$ cat src/compton_pair_window_check_unit_macros.svh
// Assertion macros for the Compton pair window check unit.
// Needs a clock named clk and an active-low reset named rst_n in scope.
`ifndef COMPTON_PAIR_WINDOW_CHECK_UNIT_MACROS_SVH
`define COMPTON_PAIR_WINDOW_CHECK_UNIT_MACROS_SVH

// Consequent must hold in the same cycle
`define CPWC_ASSERT_NOW(lbl, ante, cons) \
  lbl: assert property (@(posedge clk) disable iff (!rst_n) (ante) |-> (cons)) \
    else $error("cpwc assertion failed");

// Consequent must hold in the next cycle
`define CPWC_ASSERT_NEXT(lbl, ante, cons) \
  lbl: assert property (@(posedge clk) disable iff (!rst_n) (ante) |=> (cons)) \
    else $error("cpwc assertion failed");

`endif

$ cat src/cpwc_pkg.sv
// Shared types and constants for the Compton pair window check unit.
// No dependencies.
package cpwc_pkg;

  localparam int ENERGY_W  = 18;
  localparam int T_W       = 19;
  localparam int E_W       = 20;   // widened total / quotient width
  localparam int WORD_W    = 17;
  localparam int RES_W     = 13;
  localparam int DEN_W     = 38;
  localparam int NUM_W     = 47;
  localparam int DIV_STEPS = 20;

  localparam logic [RES_W-1:0] RES_RESET = 13'd151;
  // 8 * 511 * 2^15 = 511 * 2^18
  localparam logic [DEN_W-1:0] REST_DEN   = 38'd133955584;
  localparam int               REST_MULT  = 511;
  localparam int               REST_SHIFT = 18;

  typedef enum logic [1:0] {
    CMD_CHECK  = 2'd0,
    CMD_WR_FWD = 2'd1,
    CMD_WR_BWD = 2'd2
  } cmd_t;

  typedef struct packed {
    logic [DEN_W-1:0] rem;
    logic [DEN_W-1:0] den;
    logic [E_W-1:0]   low;   // numerator bits still to shift in
    logic [E_W-1:0]   quo;
  } div_lane_t;

  typedef struct packed {
    logic                valid;
    logic                check;
    logic [T_W-1:0]      t;
    logic [ENERGY_W-1:0] e1;
    logic [ENERGY_W-1:0] e2;
  } side_t;

  typedef struct packed {
    side_t     side;
    div_lane_t lane_u;
    div_lane_t lane_l;
  } stage_t;

endpackage

$ cat src/cpwc_div_stage.sv
// One restoring division step for both scatter-bound dividers.
// Uses cpwc_pkg. One quotient bit per lane per stage.
module cpwc_div_stage (
  input  logic             clk,
  input  logic             rst_n,
  input  logic             en,
  input  cpwc_pkg::stage_t stage_in,
  output cpwc_pkg::stage_t stage_out
);

  function automatic cpwc_pkg::div_lane_t div_step(input cpwc_pkg::div_lane_t l);
    cpwc_pkg::div_lane_t r;
    logic [cpwc_pkg::DEN_W:0] trial;
    logic                     ge;
    trial = {l.rem, l.low[cpwc_pkg::E_W-1]};
    ge    = (trial >= {1'b0, l.den});
    r.den = l.den;
    r.rem = ge ? cpwc_pkg::DEN_W'(trial - {1'b0, l.den}) : trial[cpwc_pkg::DEN_W-1:0];
    r.low = {l.low[cpwc_pkg::E_W-2:0], 1'b0};
    r.quo = {l.quo[cpwc_pkg::E_W-2:0], ge};
    return r;
  endfunction

  cpwc_pkg::stage_t stage_r;

  always_ff @(posedge clk) begin
    if (!rst_n) begin
      stage_r.side.valid <= 1'b0;
    end else if (en) begin
      stage_r.side.valid <= stage_in.side.valid;
    end
  end

  // step both lanes, carry side data along
  always_ff @(posedge clk) begin
    if (en) begin
      stage_r.side.check <= stage_in.side.check;
      stage_r.side.t     <= stage_in.side.t;
      stage_r.side.e1    <= stage_in.side.e1;
      stage_r.side.e2    <= stage_in.side.e2;
      stage_r.lane_u     <= div_step(stage_in.lane_u);
      stage_r.lane_l     <= div_step(stage_in.lane_l);
    end
  end

  assign stage_out = stage_r;

endmodule

$ cat config.mk
export PLATFORM = sky130hd
export DESIGN_NAME = cpwc_div_stage
export DESIGN_NICKNAME = d
export VERILOG_FILES = /design/src/compton_pair_window_check_unit_macros.svh /design/src/cpwc_pkg.sv /design/src/cpwc_div_stage.sv
export SDC_FILE = /design/constraint.sdc
export NUM_CORES = 1
export LEC_CHECK = 0
export BUFFER_PORTS_ARGS = -buffer_cell sky130_fd_sc_hd__buf_4
export CORE_AREA = 2 2 229 231
export CTS_BUF_LIST = sky130_fd_sc_hd__clkbuf_8
export DETAILED_ROUTE_END_ITERATION = 6
export DIE_AREA = 0 0 231 233
export GPL_ROUTABILITY_DRIVEN = 0
export PLACE_DENSITY = 0.6
export SYNTH_ARGS = -nofsm -noshare
export SYNTH_HDL_FRONTEND = slang
export SYNTH_SLANG_ARGS = --single-unit
$ cat constraint.sdc
create_clock -name clk -period 3.8 [get_ports clk]
set_input_delay 1.14 -clock clk [delete_from_list [all_inputs] [get_ports clk]]
set_output_delay 1.14 -clock clk [all_outputs]
set_load 0.05 [all_outputs]
==> flow_metrics.tcl, run 1 <==
set metrics [dict create \
    dp_hpwl_mm 37.8 \
    yosysSeqAreaShare_pct 60.6 \
    avgSynthCellArea_um2 12.5 \
    grt_pass1_wl_mm 68.6 \
    peakVddDrop_v 0.000296 \
    nFillCells 4936 \
    drc 0 \
    slew_headroom_pct 57.6 \
    holdWs_ps 539 \
    leakage_nw 9.54 \
    tightest_slew_ps 630 \
    cts_tree "built" \
    die_w_um 231 \
    cts_max_level 2 \
    initial_core_util_pct 27.8 \
    pin_count 581 \
    drt_iter0_drc 692 \
    setup_viol 0 \
    final_max_slew_viol_count 0 \
    gr-usage-all-layers_pct 16.5 \
    hold_path.class "flop to flop" \
    layout.nets 2247 \
    worstPathMaxFanout 5 \
    grt_max_degree 68 \
    via_per_inst 4.56 \
    setup_ws_ps 197 \
    coreArea_mm2 0.0511 \
    synth_edf_count 286 \
    power_density_mw_per_mm2 473 \
    critPathBufInv 4 \
    crit_chain "buf_4 -> inv_1 -> ha_1 -> inv_1 -> fa_1 -> a211oi_1 -> nor4_1 -> o311ai_1 -> buf_4 -> a211o_1 -> o21ba_2 -> o31ai_2 -> xor2_1 -> mux2_1" \
    die_h_um 233 \
    cts.clk_slew.worst_paths_ps 60 \
    slowest_delay_ps 380 \
    outcome "finished clean" \
    clk_latency_ps 600 \
    drive_gt1_share_pct 44.8 \
    critPathSlowestCell "fa_1" \
    drtAntennaViolNets 0 \
    crit_type "primary input to flop" \
    antenna_found_initial 3 \
    cts_sinks 287 \
    finalHoldViolCount 0 \
    arrival_ps 3960 \
    root_buffer "clkbuf_8" \
    synth_flop_cell "edfxtp_1" \
    dp_cells 2504 \
    cts_buffer_depth 3 \
    numCtsBuffers 51 \
    ys_ff_latch 287 \
    max_freq_ghz 0.278 \
    vias 11800 \
    numPortBuffers 576 \
    fp.dieArea_mm2 0.0538 \
    placementRows 83 \
    final_cells 2596 \
    ys_warn_count 0 \
    period_share_pct 94.8 \
    syn_inst 1138 \
    finalClockSkew_ps 0 \
    syn_area_mm2 0.0142 \
    critPathTopFamily "compound AO/OA/AOI/OAI gates" \
    cts_hold_buffers 0 \
    synthArstFlopShare_pct 0 \
    drv_cap 0 \
    drtPass1Iterations 5 \
    area_growth_pct 50.6 \
    rsz0062_at_grt "no" \
    largest_reg_flops 287 \
    wl_per_cell_um 18.1 \
    fin_crit_ps 3600 \
    pre_cts_slack_ps -439 \
    wirelength_mm 46.9 \
    endpoint_kind "flop" \
    cts_resized 0 \
    yosysUniqueCellTypes 69 \
    worstPathRequired_ps 4160 \
    cts_setup_buffers 0 \
    grt.overflow.total 0 \
    cp-start-kind "primary input" \
    grt_pass1_vias 12100 \
]
==> metrics by stage <==
step | TNS, ps | cell area (um2) | total power (W) | utilization, %
finish | 0 | 21400 | 0.0101 | 41.9
global route | 0 | 21400 | 0.0106 | 41.9
CTS | 0 | 21400 | 0.0103 | 41.9
detailed placement | -12530 | 20400 | 0.00734 | 40.0
global placement | -11620 | 20400 | 0.00732 | 40.0
floorplan | 0 | 14200 | 0.00604 | -
==> worst register-to-register path, delay by kind of cell (launching register included) <==
kind          cells  cell delay [ps]
mux               1              120
simple gates      1               60
flops             1              310
==> cells in the mapped netlist, types with 8 or more instances <==
cell	n	share of area, %
inv_1	97	2.6
xor2_1	23	1.4
o211ai_1	9	0.48
nand2_1	63	1.7
nor2_1	77	2.0
o21ai_0	41	1.4
buf_2	14	0.49
ha_1	76	6.7
nor3_1	13	0.46
o21bai_1	10	0.53
xnor2_1	44	2.7
mux2_4	10	1.1
nand3_1	16	0.56
a31oi_1	8	0.35
nand4_1	23	1.0
edfxtp_1	286	60
a21o_1	31	1.6
a21oi_1	123	4.3
clkbuf_1	22	0.58
mux2_2	35	2.8
==> cells in the final DEF (no fill, tap or decap), drive strengths merged, types with 6 or more instances in the layout <==
cell	synthesis	final
a21oi	124	124
a21o	31	31
clkbuf	23	54
nand2	64	64
or3	6	6
nand2b	7	7
o21bai	10	10
nand3	16	16
xor2	23	23
buf	20	728
edfxtp	286	286
nor2	77	77
ha	76	76
clkinv	0	16
o211ai	10	10
a31oi	8	8
mux2	47	47
nor2b	7	7
o21a	6	6
xnor2	44	44
a211oi	7	7
inv	97	115
nor3	13	13
nand4	24	24
o21ai	43	43
==> power breakdown <==
part,leakage (nW),internal [W],switching (W)
combinational,6.16,0.00121,0.00207
sequential,2.81,0.00388,0.0000998
clock,0.572,0.00152,0.00134
==> logic make-up after synthesis <==
kind of cell	after synthesis	share of synthesized area, %
AND/OR/NAND/NOR	237	7.88
AO/OA/AOI/OAI	278	12.1
multiplexers	50	4.20
flip-flops	287	60.6
buffers and inverters	140	4.10
other	1	0.0264
XOR/XNOR	67	4.13
adder cells (fa/ha/maj)	78	6.97
==> path summary, 6_finish.rpt <==
check,end,from,cells past startpoint,slack (ps)
max,stage_out[112],stage_in[39],14,200
min,stage_out[288],stage_out[288],2,540
max reg2reg,stage_out[288],stage_out[288],2,3200
min reg2reg,stage_out[288],stage_out[288],2,540
==> cell type report <==
class,count,area (um2),area share [%]
Clock inverter,37,246,1.15
Clock buffer,54,743,3.47
Multi-Input combinational cell,712,5040,23.5
Timing Repair Buffer,728,5560,26.0
Tap cell,680,851,3.97
Antenna cell,1,2.50,0.0117
Sequential cell,287,8610,40.2
Inverter,97,364,1.70
==> layer usage <==
layer  vias to the layer above  part of all wire (%)  global-route usage (%)
li1                       5701                     -                       -
met5                         -                 0.064                       0
met4                         4                   2.3                    4.82
met1                      5593                    38                    19.1
met3                        78                   8.8                    5.53
met2                       452                    51                    29.1
(Power assumes the default switching activity.)
==> run 2: changes to the inputs <==
==> constraint.sdc (replaced) <==
create_clock -name clk -period 3.25 [get_ports clk]
set_input_delay 0.975 -clock clk [delete_from_list [all_inputs] [get_ports clk]]
set_output_delay 0.975 -clock clk [all_outputs]
set_load 0.05 [all_outputs]
==> run 2 against run 1 <==
Effect of this change: critical path type unchanged; clock skew is the same; cell area rose by 4.1%; count of clock-buffer cells in the layout shrank 1; setup slack lost 88 ps; global-route usage increased by 0.33 points; clock power increased by 9.8%; wire length up 1.7%; critical endpoint is now stage_out[115].
==> flow_metrics.tcl, run 2 (synthesis gave the netlist of run 1 again) <==
set metrics [dict create \
    cts_sinks 287 \
    wl_per_cell_um 17.8 \
    critPathSlowestCell "or3_1" \
    nFillCells 4921 \
    cts_max_level 2 \
    peakVddDrop_v 0.000285 \
    outcome "finished clean" \
    final_cells 2679 \
    via_per_inst 4.51 \
    fin_crit_ps 3140 \
    slowest_delay_ps 440 \
    cts_resized 0 \
    final_max_slew_viol_count 0 \
    drc 0 \
    grt.overflow.total 0 \
    mostFrequentLayoutCell "buf_4" \
    numCtsBuffers 53 \
    slew_headroom_pct 60.9 \
    rsz0062_at_grt "no" \
    grt_max_degree 84 \
    placementRows 83 \
    setup_ws_ps 110 \
    grt_pass1_wl_mm 70.0 \
    root_buffer "clkbuf_8" \
    multi_input_area_mm2 0.00537 \
    worstReg2RegEnd "stage_out[288]" \
    wirelength_mm 47.7 \
    drv_cap 0 \
    finalClockSkew_ps 0 \
    finalHoldViolCount 0 \
    crit_chain "buf_4 -> inv_1 -> ha_4 -> a21oi_2 -> o21ai_1 -> a2111o_1 -> or3_1 -> a211oi_2 -> a31oi_1 -> xnor2_1 -> mux2_2" \
    clk_latency_ps 610 \
    worstPathRequired_ps 3610 \
    reg2regPathDepth 2 \
    power_density_mw_per_mm2 530 \
    crit_type "primary input to flop" \
    min_path_cells 1 \
    hold_path.class "primary input to flop" \
    initial_core_util_pct 27.8 \
    die_w_um 231 \
    die_h_um 233 \
    r2r-start "stage_out[288]" \
    coreArea_mm2 0.0511 \
    fp.dieArea_mm2 0.0538 \
    drt_iter0_drc 490 \
    arrival_ps 3500 \
    pre_cts_slack_ps -587 \
    worstPathMaxFanout 5 \
    antenna_found_initial 8 \
    area_growth_pct 56.8 \
    cts.clk_slew.worst_paths_ps 60 \
    holdWs_ps 504 \
    tightest_slew_ps 583 \
    drtPass1Iterations 5 \
    leakage_nw 9.89 \
    cts_setup_buffers 0 \
    cts_buffer_depth 3 \
    seq_area_mm2 0.00861 \
    cts_hold_buffers 0 \
    pin_count 581 \
    grt_pass1_vias 12400 \
    min_to "stage_out[130]" \
    numPortBuffers 576 \
    min_from "stage_in[129]" \
    r2r_setup_slack_ps 2660 \
    design_area_mm2 0.0223 \
    gr-usage-all-layers_pct 16.9 \
    dp_hpwl_mm 38.3 \
    cts_tree "built" \
    layout.nets 2324 \
    placed_cell_area_mm2 0.0213 \
    final_util_pct 43.6 \
    period_share_pct 96.6 \
    vias 12100 \
    dp_cells 2579 \
    cp-start-kind "primary input" \
    max_freq_ghz 0.318 \
    largest_reg_flops 287 \
    drtAntennaViolNets 0 \
    drive_gt1_share_pct 48.9 \
    endpoint_kind "flop" \
    setup_viol 0 \
    layout_common_cells "buf_4 (795), edfxtp_1 (286), a21oi_1 (115)" \
]
## run 2: changes by cell type in the layout (fill, tap and decap cells not counted), moves of 8 or more
cell      before  now
buf_4        720  795
ha_1          76   60
ha_4           0   16
inv_1        112  102
clkinv_1       7   16
a21oi_1      123  115
a21oi_2        0    8
## run 2: critical path: cells and delay by family
| kind | cells | cell delay, ps |
|---|---|---|
| muxes | 1 | 250 |
| and+or+nand+nor | 1 | 440 |
| adders and majority gates | 1 | 240 |
| buffers and inverters | 2 | 220 |
| AOI/OAI and AO/OA | 5 | 1220 |
| xor gates and xnor gates | 1 | 150 |
## run 2: worst max path at each step
stage                       from              to  cells past startpoint
floorplan           stage_in[43]  stage_out[100]                     12
global placement    stage_in[39]  stage_out[106]                     13
detailed placement  stage_in[39]  stage_out[106]                     13
CTS                 stage_in[39]  stage_out[106]                     13
global route        stage_in[52]   stage_out[95]                     11
finish              stage_in[50]  stage_out[115]                     11
## run 2: per-layer routing
layer	wire (um)	track usage [%]
met1	18500	19.0
met4	1460	6.09
met5	31	0
met2	24100	29.9
met3	3670	5.37
## run 2: power breakdown
| group | internal (W) | leakage (nW) | total [W] | switching (W) |
|---|---|---|---|---|
| clock | 0.00153 | 0.524 | 0.00314 | 0.00161 |
| combinational | 0.00155 | 6.56 | 0.00402 | 0.00247 |
| sequential | 0.00454 | 2.81 | 0.00465 | 0.000114 |
## run 2: metrics by stage
step	setup TNS (ps)	power [W]
after floorplan	-2800	0.00714
after global placement	-33670	0.00874
after detailed placement	-33400	0.00877
after CTS	0	0.0120
after global routing	0	0.0124
final	0	0.0118
## run 2: area by class of cell
| type | instances | share of cell area (%) |
|---|---|---|
| Multi-Input combinational cell | 712 | 24.1 |
| Clock buffer | 53 | 3.27 |
| Inverter | 97 | 1.78 |
| Antenna cell | 4 | 0.0449 |
| Sequential cell | 287 | 38.6 |
| Clock inverter | 43 | 0.909 |
| Tap cell | 680 | 3.82 |
| Timing Repair Buffer | 803 | 27.5 |
==> run 3: changes to the inputs <==
--- a/config.mk
+++ b/config.mk
@@ -6,12 +6,14 @@
 export NUM_CORES = 1
 export LEC_CHECK = 0
 export BUFFER_PORTS_ARGS = -buffer_cell sky130_fd_sc_hd__buf_4
-export CORE_AREA = 2 2 229 231
+export CELL_PAD_IN_SITES_DETAIL_PLACEMENT = 1
+export CELL_PAD_IN_SITES_GLOBAL_PLACEMENT = 1
+export CORE_AREA = 2 2 224 226
 export CTS_BUF_LIST = sky130_fd_sc_hd__clkbuf_8
 export DETAILED_ROUTE_END_ITERATION = 6
-export DIE_AREA = 0 0 231 233
+export DIE_AREA = 0 0 226 228
 export GPL_ROUTABILITY_DRIVEN = 0
-export PLACE_DENSITY = 0.6
+export PLACE_DENSITY = 0.75
 export SYNTH_ARGS = -nofsm -noshare
 export SYNTH_HDL_FRONTEND = slang
 export SYNTH_SLANG_ARGS = --single-unit
==> run 3 against run 2 <==
Effect of this change: wire length is 15% higher; cell area is 0.74% higher; utilization is 1.9 points higher; register-to-register slack worse by 20 ps; sequential power hardly changed; total power is 3.3% higher; clock power is 8.9% higher; clock skew stayed put; critical path type unchanged; critical endpoint is now stage_out[80]; largest power group unchanged.
==> flow_metrics.tcl, run 3 (synthesis gave the netlist of run 1 again) <==
set metrics [dict create \
    cts_buffer_depth 3 \
    drtPass1Iterations 4 \
    clk_latency_ps 600 \
    cts_sinks 287 \
    gr-usage-all-layers_pct 20.5 \
    wl_per_cell_um 20.4 \
    antenna_found_initial 7 \
    fin_crit_ps 3200 \
    endpoint_kind "flop" \
    cts_hold_buffers 0 \
    fp.dieArea_mm2 0.0515 \
    crit_type "primary input to flop" \
    peakVddDrop_v 0.000300 \
    area_growth_pct 58.0 \
    numPortBuffers 576 \
    via_per_inst 4.66 \
    placed_cell_area_mm2 0.0214 \
    hold_path.class "primary input to flop" \
    finalClockSkew_ps 0 \
    cts_resized 0 \
    root_buffer "clkbuf_8" \
    cts_setup_buffers 0 \
    dp_cells 2580 \
    final_cells 2676 \
    dp_hpwl_mm 44.4 \
    route.met3.wl_mm 4.65 \
    die_w_um 226 \
    vias 12500 \
    worstPathRequired_ps 3600 \
    critPathBufInv 3 \
    initial_core_util_pct 28.8 \
    drt_iter0_drc 541 \
    layout.nets 2332 \
    period_share_pct 98.4 \
    critPathSlowestCell "ha_1" \
    cts.clk_slew.worst_paths_ps 60 \
    arrival_ps 3550 \
    drive_gt1_share_pct 49.3 \
    rsz0062_at_grt "no" \
    cts_max_level 2 \
    setup_viol 0 \
    wl_met1_mm 19.7 \
    max_freq_ghz 0.313 \
    grt_pass1_vias 13700 \
    crit_chain "buf_4 -> inv_1 -> ha_1 -> a21o_1 -> o31ai_1 -> nand4_1 -> a211o_1 -> nand2_2 -> o311a_2 -> buf_12 -> mux2_2" \
    outcome "finished clean" \
    finalHoldViolCount 0 \
    grt_max_degree 61 \
    layout_common_cells "buf_4 (803), edfxtp_1 (286), a21oi_1 (114)" \
    largest_reg_flops 287 \
    tightest_slew_ps 629 \
    grt.overflow.total 0 \
    placementRows 82 \
    drtAntennaViolNets 0 \
    met2_length_mm 28.5 \
    critPathTopFamily "compound AO/OA/AOI/OAI gates" \
    drv_cap 0 \
    tns_ps 0 \
    worstPathMaxFanout 20 \
    highest_layer "met5" \
    drc 0 \
    coreArea_mm2 0.0493 \
    pin_count 581 \
    design_area_mm2 0.0225 \
    final_max_slew_viol_count 0 \
    numCtsBuffers 52 \
    mostFrequentLayoutCell "buf_4" \
    slowest_delay_ps 360 \
    cts_tree "built" \
    grt_pass1_wl_mm 80.4 \
    slew_headroom_pct 57.8 \
    cp-start-kind "primary input" \
    power_density_mw_per_mm2 544 \
    wirelength_mm 54.6 \
    leakage_nw 9.99 \
    die_h_um 228 \
]
[run 3: cell type report]
cell class / count / area [um2]
clock buffers: 52 / 716
clock inverters: 42 / 303
inverters: 97 / 397
diodes: 2 / 5.00
multi-input cells: 712 / 5380
repair buffers: 812 / 6200
well taps: 672 / 841
flip-flops and latches: 287 / 8610
fillers: 5381 / 26900
[run 3: worst paths after layout]
check	start	endpoint	slack (ps)	cells past startpoint
setup / recovery	stage_in[52]	stage_out[80]	50	11
hold / removal	stage_in[134]	stage_out[135]	520	1
setup reg to reg	stage_out[288]	stage_out[288]	2640	2
hold reg to reg	stage_out[288]	stage_out[288]	550	2
[run 3: layer usage]
layer / vias to the layer above / GRT usage (%)
met5: - / 0
met4: 8 / 7.04
met3: 103 / 7.35
met2: 415 / 37.7
met1: 6051 / 21.4
li1: 5880 / -
[run 3: report_power, final]
| group | switching, W | total [W] | internal [W] |
|---|---|---|---|
| logic | 0.00254 | 0.00411 | 0.00157 |
| registers | 0.000141 | 0.00468 | 0.00454 |
| clock network | 0.00160 | 0.00342 | 0.00182 |
| total | 0.00427 | 0.0122 | 0.00793 |
[run 3: through the flow]
step,hold WS (ps),setup slack [ps],total power (W),util (%)
detailed placement,553,-585,0.00886,43.4
CTS,455,113,0.0124,45.5
floorplan,743,-110,0.00714,-
global route,458,4.00,0.0127,45.5
finish,516,52.3,0.0122,45.5
global placement,501,-604,0.00875,43.4
